`src/hdl/dbnc_pkg.sv`:
```
package dbnc_pkg;

  // Field and register widths
  localparam int unsigned TIME_W  = 16;
  localparam int unsigned BTN_W   = 5;
  localparam int unsigned PH_W    = 2;
  localparam int unsigned ENTRY_W = PH_W + TIME_W;
  localparam int unsigned IDX_W   = 3;

  // Channel count limits
  localparam int unsigned MAX_CHANNELS    = 32;
  localparam int unsigned NUM_BUTTONS_DEF = 32;

  // Configuration register indexes
  localparam logic [IDX_W-1:0] CFG_PRESS_TIME   = 3'd0;
  localparam logic [IDX_W-1:0] CFG_RELEASE_TIME = 3'd1;
  localparam logic [IDX_W-1:0] CFG_DEAD_TIME    = 3'd2;
  localparam logic [IDX_W-1:0] CFG_DEFAULT_TIME = 3'd3;
  localparam logic [IDX_W-1:0] CFG_MIN_TIME     = 3'd4;

  // Reset values of the configuration registers
  localparam logic [TIME_W-1:0] DEFAULT_TIME_RST = 16'd30;
  localparam logic [TIME_W-1:0] MIN_TIME_RST     = 16'd10;

  // Channel phase as stored in the state memory
  typedef enum logic [PH_W-1:0] {
    PH_IDLE    = 2'd0,
    PH_PRESS   = 2'd1,
    PH_RELEASE = 2'd2,
    PH_DEAD    = 2'd3
  } phase_e;

  typedef struct packed {
    logic [TIME_W-1:0] press_time;
    logic [TIME_W-1:0] release_time;
    logic [TIME_W-1:0] dead_time;
    logic [TIME_W-1:0] default_time;
    logic [TIME_W-1:0] min_time;
  } cfg_t;

endpackage

```
`src/hdl/dbnc_ram.sv`:
```
module dbnc_ram #(
  parameter int unsigned WIDTH = 18,
  parameter int unsigned DEPTH = 32,
  localparam int unsigned AW   = (DEPTH > 1) ? $clog2(DEPTH) : 1
) (
  input  logic             clk_i,
  input  logic             we_i,
  input  logic [AW-1:0]    waddr_i,
  input  logic [WIDTH-1:0] wdata_i,
  input  logic             re_i,
  input  logic [AW-1:0]    raddr_i,
  output logic [WIDTH-1:0] rdata_o
);

  logic [WIDTH-1:0] mem_q [DEPTH];
  logic [WIDTH-1:0] rdata_q;

  always_ff @(posedge clk_i) begin
    if (we_i) begin
      mem_q[waddr_i] <= wdata_i;
    end
    if (re_i) begin
      rdata_q <= mem_q[raddr_i];
    end
  end

  assign rdata_o = rdata_q;

endmodule

```
`src/hdl/dbnc_ctrl.sv`:
```
module dbnc_ctrl #(
  parameter int unsigned CHANNELS = dbnc_pkg::MAX_CHANNELS,
  localparam int unsigned AW      = (CHANNELS > 1) ? $clog2(CHANNELS) : 1
) (
  input  logic                           clk_i,
  input  logic                           rst_ni,
  input  dbnc_pkg::cfg_t                 cfg_i,
  input  logic                           in_valid_i,
  output logic                           in_ready_o,
  input  logic                           mode_i,
  input  logic [dbnc_pkg::BTN_W-1:0]     button_i,
  input  logic                           is_release_i,
  output logic                           out_valid_o,
  input  logic                           out_ready_i,
  output logic [dbnc_pkg::BTN_W-1:0]     event_button_o,
  output logic                           event_release_o,
  output logic                           last_o,
  output logic                           mem_we_o,
  output logic [AW-1:0]                  mem_waddr_o,
  output logic [dbnc_pkg::ENTRY_W-1:0]   mem_wdata_o,
  output logic                           mem_re_o,
  output logic [AW-1:0]                  mem_raddr_o,
  input  logic [dbnc_pkg::ENTRY_W-1:0]   mem_rdata_i
);

  localparam int unsigned CNT_W = $clog2(CHANNELS + 1);
  localparam logic [CNT_W-1:0] LAST_CH = CNT_W'(CHANNELS - 1);
  localparam logic [dbnc_pkg::BTN_W:0] CH_LIMIT = (dbnc_pkg::BTN_W + 1)'(CHANNELS);

  localparam logic [1:0] S_IDLE  = 2'd0;
  localparam logic [1:0] S_SCAN  = 2'd1;
  localparam logic [1:0] S_FLUSH = 2'd2;

  logic [1:0] state_q, state_d;
  logic       mode_q, mode_d;
  logic       rel_q, rel_d;
  logic       rd_pend_q, rd_pend_d;
  logic [CNT_W-1:0] rd_ch_q, rd_ch_d;
  logic       ev_valid_q, ev_valid_d;
  logic [AW-1:0] ev_ch_q, ev_ch_d;
  logic [CHANNELS-1:0] written_q;

  logic pend_valid_q, pend_valid_d;
  logic [dbnc_pkg::BTN_W-1:0] pend_btn_q, pend_btn_d;
  logic pend_rel_q, pend_rel_d;

  logic out_valid_q, out_valid_d;
  logic [dbnc_pkg::BTN_W-1:0] out_btn_q;
  logic out_rel_q, out_last_q;

  // Entry under evaluation; an entry never written reads as idle
  dbnc_pkg::phase_e       ph;
  logic [dbnc_pkg::TIME_W-1:0] cnt;
  logic [dbnc_pkg::TIME_W-1:0] sel_t, eff_t;

  logic wr_need, res_gen, res_rel;
  dbnc_pkg::phase_e wr_ph;
  logic [dbnc_pkg::TIME_W-1:0] wr_cnt;

  logic out_free, stall, fire, issue, push_mid, push_last, push, in_acc;

  assign ph  = written_q[ev_ch_q]
             ? dbnc_pkg::phase_e'(mem_rdata_i[dbnc_pkg::ENTRY_W-1 -: dbnc_pkg::PH_W])
             : dbnc_pkg::PH_IDLE;
  assign cnt = written_q[ev_ch_q] ? mem_rdata_i[dbnc_pkg::TIME_W-1:0] : '0;

  assign sel_t = rel_q ? cfg_i.release_time : cfg_i.press_time;
  assign eff_t = (sel_t == '0) ? cfg_i.default_time : sel_t;

  // Next entry value and result for the channel under evaluation
  always_comb begin
    wr_need = 1'b0;
    wr_ph   = ph;
    wr_cnt  = cnt;
    res_gen = 1'b0;
    res_rel = rel_q;
    if (!mode_q) begin
      unique case (ph)
        dbnc_pkg::PH_IDLE: begin
          if (eff_t > cfg_i.min_time) begin
            wr_need = 1'b1;
            wr_ph   = rel_q ? dbnc_pkg::PH_RELEASE : dbnc_pkg::PH_PRESS;
            wr_cnt  = eff_t;
          end else begin
            res_gen = 1'b1;
          end
        end
        dbnc_pkg::PH_PRESS: begin
          if (rel_q) begin
            wr_need = 1'b1;
            wr_ph   = dbnc_pkg::PH_IDLE;
            wr_cnt  = '0;
            res_gen = 1'b1;
            res_rel = 1'b1;
          end
        end
        dbnc_pkg::PH_RELEASE: begin
          if (!rel_q && cfg_i.release_time != '0) begin
            wr_need = 1'b1;
            wr_ph   = dbnc_pkg::PH_IDLE;
            wr_cnt  = '0;
          end
        end
        dbnc_pkg::PH_DEAD: begin
        end
      endcase
    end else if (ph != dbnc_pkg::PH_IDLE) begin
      wr_need = 1'b1;
      if (cnt > dbnc_pkg::TIME_W'(1)) begin
        wr_cnt = cnt - 1'b1;
      end else if (ph == dbnc_pkg::PH_DEAD) begin
        wr_ph  = dbnc_pkg::PH_IDLE;
        wr_cnt = '0;
      end else begin
        res_gen = 1'b1;
        res_rel = (ph == dbnc_pkg::PH_RELEASE);
        if (cfg_i.dead_time != '0) begin
          wr_ph  = dbnc_pkg::PH_DEAD;
          wr_cnt = cfg_i.dead_time;
        end else begin
          wr_ph  = dbnc_pkg::PH_IDLE;
          wr_cnt = '0;
        end
      end
    end
  end

  // A new result displaces the held one into the output register
  assign out_free  = !out_valid_q || out_ready_i;
  assign stall     = ev_valid_q && res_gen && pend_valid_q && !out_free;
  assign fire      = ev_valid_q && !stall;
  assign issue     = (state_q == S_SCAN) && rd_pend_q && !stall;
  assign push_mid  = fire && res_gen && pend_valid_q;
  assign push_last = (state_q == S_FLUSH) && pend_valid_q && out_free;
  assign push      = push_mid || push_last;
  assign in_acc    = in_valid_i && in_ready_o;

  assign in_ready_o = (state_q == S_IDLE);

  always_comb begin
    state_d      = state_q;
    mode_d       = mode_q;
    rel_d        = rel_q;
    rd_pend_d    = rd_pend_q;
    rd_ch_d      = rd_ch_q;
    ev_valid_d   = ev_valid_q;
    ev_ch_d      = ev_ch_q;
    pend_valid_d = pend_valid_q;
    pend_btn_d   = pend_btn_q;
    pend_rel_d   = pend_rel_q;
    out_valid_d  = out_valid_q;

    if (out_valid_q && out_ready_i) begin
      out_valid_d = 1'b0;
    end
    if (push) begin
      out_valid_d = 1'b1;
    end

    unique case (state_q)
      S_IDLE: begin
        if (in_acc) begin
          state_d   = S_SCAN;
          mode_d    = mode_i;
          rel_d     = is_release_i;
          rd_pend_d = mode_i || ({1'b0, button_i} < CH_LIMIT);
          rd_ch_d   = mode_i ? '0 : CNT_W'(button_i);
        end
      end
      S_SCAN: begin
        if (!stall) begin
          ev_valid_d = issue;
          if (issue) begin
            ev_ch_d = rd_ch_q[AW-1:0];
            if (!mode_q || rd_ch_q == LAST_CH) begin
              rd_pend_d = 1'b0;
            end else begin
              rd_ch_d = rd_ch_q + 1'b1;
            end
          end
        end
        if (fire && res_gen) begin
          pend_valid_d = 1'b1;
          pend_btn_d   = dbnc_pkg::BTN_W'(ev_ch_q);
          pend_rel_d   = res_rel;
        end
        if (!rd_pend_q && !stall) begin
          state_d = S_FLUSH;
        end
      end
      S_FLUSH: begin
        if (!pend_valid_q) begin
          state_d = S_IDLE;
        end else if (out_free) begin
          pend_valid_d = 1'b0;
          state_d      = S_IDLE;
        end
      end
      default: begin
        state_d = S_IDLE;
      end
    endcase
  end

  always_ff @(posedge clk_i or negedge rst_ni) begin
    if (!rst_ni) begin
      state_q      <= S_IDLE;
      rd_pend_q    <= 1'b0;
      ev_valid_q   <= 1'b0;
      pend_valid_q <= 1'b0;
      out_valid_q  <= 1'b0;
      written_q    <= '0;
    end else begin
      state_q      <= state_d;
      rd_pend_q    <= rd_pend_d;
      ev_valid_q   <= ev_valid_d;
      pend_valid_q <= pend_valid_d;
      out_valid_q  <= out_valid_d;
      if (mem_we_o) begin
        written_q[ev_ch_q] <= 1'b1;
      end
    end
  end

  always_ff @(posedge clk_i) begin
    mode_q     <= mode_d;
    rel_q      <= rel_d;
    rd_ch_q    <= rd_ch_d;
    ev_ch_q    <= ev_ch_d;
    pend_btn_q <= pend_btn_d;
    pend_rel_q <= pend_rel_d;
    if (push) begin
      out_btn_q  <= pend_btn_q;
      out_rel_q  <= pend_rel_q;
      out_last_q <= push_last;
    end
  end

  assign mem_we_o    = fire && wr_need;
  assign mem_waddr_o = ev_ch_q;
  assign mem_wdata_o = {wr_ph, wr_cnt};
  assign mem_re_o    = issue;
  assign mem_raddr_o = rd_ch_q[AW-1:0];

  assign out_valid_o     = out_valid_q;
  assign event_button_o  = out_btn_q;
  assign event_release_o = out_rel_q;
  assign last_o          = out_last_q;

  a_no_rw_clash: assert property (@(posedge clk_i) disable iff (!rst_ni)
    mem_we_o && mem_re_o |-> mem_waddr_o != mem_raddr_o)
    else $error("state memory read and write hit the same channel");

  a_idle_drained: assert property (@(posedge clk_i) disable iff (!rst_ni)
    state_q == S_IDLE |-> !pend_valid_q && !ev_valid_q && !rd_pend_q)
    else $error("request taken while work is still in flight");

  a_stall_hold: assert property (@(posedge clk_i) disable iff (!rst_ni)
    ev_valid_q && stall |=> ev_valid_q && $stable(ev_ch_q))
    else $error("stalled channel lost before write-back");

  a_flush_drained: assert property (@(posedge clk_i) disable iff (!rst_ni)
    state_q == S_FLUSH |-> !rd_pend_q && !ev_valid_q)
    else $error("flush entered with channels left to visit");

  a_push_free: assert property (@(posedge clk_i) disable iff (!rst_ni)
    push |-> !out_valid_q || out_ready_i)
    else $error("output register overwritten while full");

endmodule

```
`src/hdl/multichannel_button_debouncer_top.sv`:
```
// Channel   Handshake              Payload
// in        in_valid_i/in_ready_o  mode_i, button_i, is_release_i
// out       out_valid_o/out_ready_i event_button_o, event_release_o, last_o
// cfg       cfg_we_i (no wait)     cfg_idx_i, cfg_data_i
//
// A tick request makes one state-memory read per channel through the
// single read port, with evaluation of each channel overlapped with the
// read of the next. Reset clears all channels to idle at once through
// per-channel written bits. A result that finds both the held result and
// the output register full stalls the channel scan until the output
// register is taken.
module multichannel_button_debouncer_top #(
  parameter int unsigned NUM_BUTTONS = dbnc_pkg::NUM_BUTTONS_DEF
) (
  input  logic                            clk_i,
  input  logic                            rst_ni,
  input  logic                            in_valid_i,
  output logic                            in_ready_o,
  input  logic                            mode_i,
  input  logic [dbnc_pkg::BTN_W-1:0]      button_i,
  input  logic                            is_release_i,
  output logic                            out_valid_o,
  input  logic                            out_ready_i,
  output logic [dbnc_pkg::BTN_W-1:0]      event_button_o,
  output logic                            event_release_o,
  output logic                            last_o,
  input  logic                            cfg_we_i,
  input  logic [dbnc_pkg::IDX_W-1:0]      cfg_idx_i,
  input  logic [dbnc_pkg::TIME_W-1:0]     cfg_data_i
);

  // Clamp the channel count to what the 5-bit button field can address
  localparam int unsigned CHANNELS = (NUM_BUTTONS > dbnc_pkg::MAX_CHANNELS)
                                   ? dbnc_pkg::MAX_CHANNELS : NUM_BUTTONS;
  localparam int unsigned AW = (CHANNELS > 1) ? $clog2(CHANNELS) : 1;

  dbnc_pkg::cfg_t cfg_q;

  logic                          mem_we;
  logic [AW-1:0]                 mem_waddr;
  logic [dbnc_pkg::ENTRY_W-1:0]  mem_wdata;
  logic                          mem_re;
  logic [AW-1:0]                 mem_raddr;
  logic [dbnc_pkg::ENTRY_W-1:0]  mem_rdata;

  // Configuration registers; writes to unused indexes drop silently
  always_ff @(posedge clk_i or negedge rst_ni) begin
    if (!rst_ni) begin
      cfg_q.press_time   <= '0;
      cfg_q.release_time <= '0;
      cfg_q.dead_time    <= '0;
      cfg_q.default_time <= dbnc_pkg::DEFAULT_TIME_RST;
      cfg_q.min_time     <= dbnc_pkg::MIN_TIME_RST;
    end else if (cfg_we_i) begin
      unique case (cfg_idx_i)
        dbnc_pkg::CFG_PRESS_TIME:   cfg_q.press_time   <= cfg_data_i;
        dbnc_pkg::CFG_RELEASE_TIME: cfg_q.release_time <= cfg_data_i;
        dbnc_pkg::CFG_DEAD_TIME:    cfg_q.dead_time    <= cfg_data_i;
        dbnc_pkg::CFG_DEFAULT_TIME: cfg_q.default_time <= cfg_data_i;
        dbnc_pkg::CFG_MIN_TIME:     cfg_q.min_time     <= cfg_data_i;
        default: begin
        end
      endcase
    end
  end

  // Per-channel phase and countdown, one entry per channel
  dbnc_ram #(
    .WIDTH (dbnc_pkg::ENTRY_W),
    .DEPTH (CHANNELS)
  ) u_state_ram (
    .clk_i   (clk_i),
    .we_i    (mem_we),
    .waddr_i (mem_waddr),
    .wdata_i (mem_wdata),
    .re_i    (mem_re),
    .raddr_i (mem_raddr),
    .rdata_o (mem_rdata)
  );

  // Sequencer: read, update and write back each visited channel
  dbnc_ctrl #(
    .CHANNELS (CHANNELS)
  ) u_ctrl (
    .clk_i           (clk_i),
    .rst_ni          (rst_ni),
    .cfg_i           (cfg_q),
    .in_valid_i      (in_valid_i),
    .in_ready_o      (in_ready_o),
    .mode_i          (mode_i),
    .button_i        (button_i),
    .is_release_i    (is_release_i),
    .out_valid_o     (out_valid_o),
    .out_ready_i     (out_ready_i),
    .event_button_o  (event_button_o),
    .event_release_o (event_release_o),
    .last_o          (last_o),
    .mem_we_o        (mem_we),
    .mem_waddr_o     (mem_waddr),
    .mem_wdata_o     (mem_wdata),
    .mem_re_o        (mem_re),
    .mem_raddr_o     (mem_raddr),
    .mem_rdata_i     (mem_rdata)
  );

endmodule
```
`config.mk`:
```
export PLATFORM = sky130hd
export DESIGN_NAME = multichannel_button_debouncer_top
export DESIGN_NICKNAME = d
export VERILOG_FILES = /design/src/hdl/dbnc_pkg.sv /design/src/hdl/dbnc_ram.sv /design/src/hdl/dbnc_ctrl.sv /design/src/hdl/multichannel_button_debouncer_top.sv
export SDC_FILE = /design/constraint.sdc
export NUM_CORES = 1
export LEC_CHECK = 0
export BUFFER_PORTS_ARGS = -buffer_cell sky130_fd_sc_hd__buf_4
export CORE_ASPECT_RATIO = 1.4
export CORE_MARGIN = 4
export CORE_UTILIZATION = 65
export DETAILED_ROUTE_END_ITERATION = 16
export GPL_TIMING_DRIVEN = 0
export PLACE_DENSITY = 0.82
export SYNTH_ARGS = -nofsm -noshare
export SYNTH_HDL_FRONTEND = slang
export SYNTH_SLANG_ARGS = --single-unit
```
`constraint.sdc`:
```
create_clock -name clk_i -period 14.2 [get_ports clk_i]
set_input_delay 3.55 -clock clk_i [delete_from_list [all_inputs] [get_ports clk_i]]
set_output_delay 3.55 -clock clk_i [all_outputs]
set_load 0.005 [all_outputs]
```
==> impl_metrics.ini <==
[place]
place_inst = 2351
gp_congestion = 0.915
dpl.hpwl_mm = 54.0
port_buffers = 39

[detailed_routing]
routedWlPerCell_um = 33.3
vias = 18000
first_pass_iters = 8
routed_wl_mm = 82.3
initialDrtViolationCount = 2415
remaining_drc_errors = 0
antenna_violating_nets_post_route = 0
viasPerCell = 7.29

[finish]
instances_no_fill = 2473
area_growth_syn_to_layout_pct = 14.4
layout.cells.most_common = edfxtp_1
antenna_cells = 0
most-common-layout-cells = 620 x edfxtp_1, 184 x mux4_2, 119 x buf_4
finish.utilization = 0.754
nets = 1853
share_of_post_route_cells_with_drive_strength_above_1 = 0.323

[timing]
maxSlewHeadroom = 0.0476
timing.fmax_mhz = 149
fin_crit_sh = 0.472
setup_violations = 0
grt_setup_unrepaired = no
whs_ps = 420
clock-skew-final_ps = 29.2
final_hold_viol_count = 0
timing_max_transition_violations_final = 0
setup_total_negative_slack_ps = 0
period_minus_slack_ps = 6710
timing_worst_slew_pin_value_ps = 1420

[synthesis]
synthesis.yosys.warnings = 0
syn_area_per_cell_um2 = 19.0
synth_ff_type = edfxtp_1
synth_cell_types = 69
complex_gate_fraction_of_the_synthesized_area = 0.0471
share_of_flip_flops_with_an_asynchronous_set_or_reset_after_synthesis = 0.160
yosysTopAreaCell = edfxtp_1
number_of_flops_mapped_to_enable_cells_by_yosys = 620
synth_fp_nets = 1649
synth-seq-cells = 738
synth_seq_area_share = 0.710
syn_inst = 1599
synth_area_um2 = 30400
netlist.area_leader.share = 0.613
synth.mux.area_fraction = 0.171
yosys.area_share.xor_xnor = 0.00288
synth_top_family_by_area = multiplexers
synth-simple-area-share = 0.0430
synth_adder_area_share = 0.00782
synth_top_area_cells = edfxtp_1 61%, mux4_2 14%, dfrtp_1 9.2%, mux2_2 3.2%, a41o_1 1.1%

[min_path]
hold_depth = 0
min_path_type = reg -> reg

[pwr]
power-per-cell-area_nw_per_um2 = 221
cellLeakagePower_nw = 12.0
vdd_ir_drop_max_uv = 129

[grt]
met3_usage = 0.0576
via_count_of_the_first_global_routing_pass = 18300
grt_max_degree = 99
global_route.peak_usage_layer = met2
antenna_found_initial = 0
grt_remaining_overflow = 0
grt_util_met1 = 0.414
grt_pass1_wl_mm = 122
grt_util_all_layers = 0.332
grtUsageMet2 = 0.558

[floorplan]
die-width_um = 191
dieArea_um2 = 50300
initial_core_util = 0.659
placementRows = 93
ios = 40
die_h_um = 264
core-area_um2 = 46100

[clock_tree]
cts-buffers-inserted = 67
clkLatencyLatePin_ps = 620
cts_hold_buf = 0
clock_tree_from_tritoncts = built
ctsHtreeMaxLevel = 3
clk_transition_reported_paths_ps = 70
postCtsSetupRepairBufs = 0
cts_sink_count = 738
clk_path_buf_depth = 3
root_buffer = clkbuf_16
cts-resized-gates = 0

[worst_setup_path]
worst_ep_required_time_ps = 14510
cp_data_arrival_time_ps = 7020
critPathLaunchType = flop
worstPathMaxFanout = 10
ff2ff_path_depth = 19
critical_path_class = reg -> reg
worstSetupEndpointType = flop

[flow_run]
drv.max_cap_violation_count = 0

[run_status]
result_of_the_run = finished, final reports clean
-- layer usage --
metal	wire (µm)	vias to the layer above
li1	-	7034
met3	8140	337
met4	5970	0
met5	0	-
met2	41800	1499
met1	26300	9153
-- worst paths after layout --
kind,start,end,slack (ps)
setup / recovery,u_ctrl.mem_waddr_o[2],u_state_ram.mem_q[20][2],7490
hold / removal,u_ctrl.pend_rel_q,u_ctrl.event_release_o,420
setup reg to reg,u_ctrl.mem_waddr_o[2],u_state_ram.mem_q[20][2],7490
hold reg to reg,u_ctrl.pend_rel_q,u_ctrl.event_release_o,420
max in group asynchronous,rst_ni,cfg_q[11],10600
min in group asynchronous,rst_ni,u_ctrl.written_q[12],2790
-- state kept, by name (all words and copies together) (netlist names), 5 cells and up --
signal / cells
u_ctrl.written_q: 32
u_ctrl.mem_waddr_o: 5
u_ctrl.rd_ch_q: 6
u_ctrl.pend_btn_q: 5
cfg_q: 80
u_ctrl.event_button_o: 5
u_state_ram.rdata_o: 18
u_state_ram.mem_q: 576
-- power by group --
part           total [mW]  internal [mW]  switching, mW
Combinational        2.77           1.03           1.74
Sequential           3.13           2.99          0.140
Clock                1.77          0.942          0.827
Total                7.67           4.97           2.71
-- worst max-delay path: stages, from the launching register on --
cell and delay [ps]:
edfxtp_1 450, clkbuf_1 420, nand3b_1 420, o22a_1 340
o221ai_2 320, or3_1 170, buf_4 180, clkbuf_1 460
nand2_1 170, ha_1 320, or2_2 320, buf_1 190
and3_1 230, a31oi_1 230, or3_1 250, a21oi_4 160
buf_2 250, nor4_2 970, buf_4 340, buf_4 210
-- cell type report --
cell class                      instances  area [µm²]
Buffer                                101         443
Clock buffer                           79        1750
Clock inverter                         43         375
Fill cell                            2421       11300
Inverter                               27         101
Multi-Input combinational cell        733        8570
Sequential cell                       738       21600
Tap cell                              617         772
Timing Repair Buffer                  135        1170
-- per-stage QoR --
step                      instance area [µm²]  worst slack, ps  power (mW)
after floorplan                         30400             7880        4.76
after global placement                  31500             5340        5.54
after detailed placement                32600             7230        5.83
after CTS                               34700             7210        7.63
after global routing                    34800             7310        7.92
final                                   34800             7490        7.67
-- cells in the mapped netlist, types with 11 or more instances --
library cell  instances
a21oi_1              34
nor2b_1              11
dfrtp_1             112
nor3_1               14
nor2_1               24
a32oi_1              15
o21ai_0              34
inv_1                26
ha_1                 19
mux2_2               86
buf_2                12
and2_1               17
clkbuf_1             63
buf_1                19
nand3_1              24
edfxtp_1            620
nand2_1              45
nor4_1               47
a41o_1               32
mux4_2              184
-- logic make-up (layout without fill, tap and decap cells) --
family	Yosys count	after routing
multiplexers	279	279
XOR/XNOR	10	10
adder cells (fa/ha/maj)	19	19
flip-flops	738	738
buffers and inverters	128	385
AO/OA/AOI/OAI	191	191
AND/OR/NAND/NOR	234	234
No activity file was read; power rests on OpenSTA's default activity.
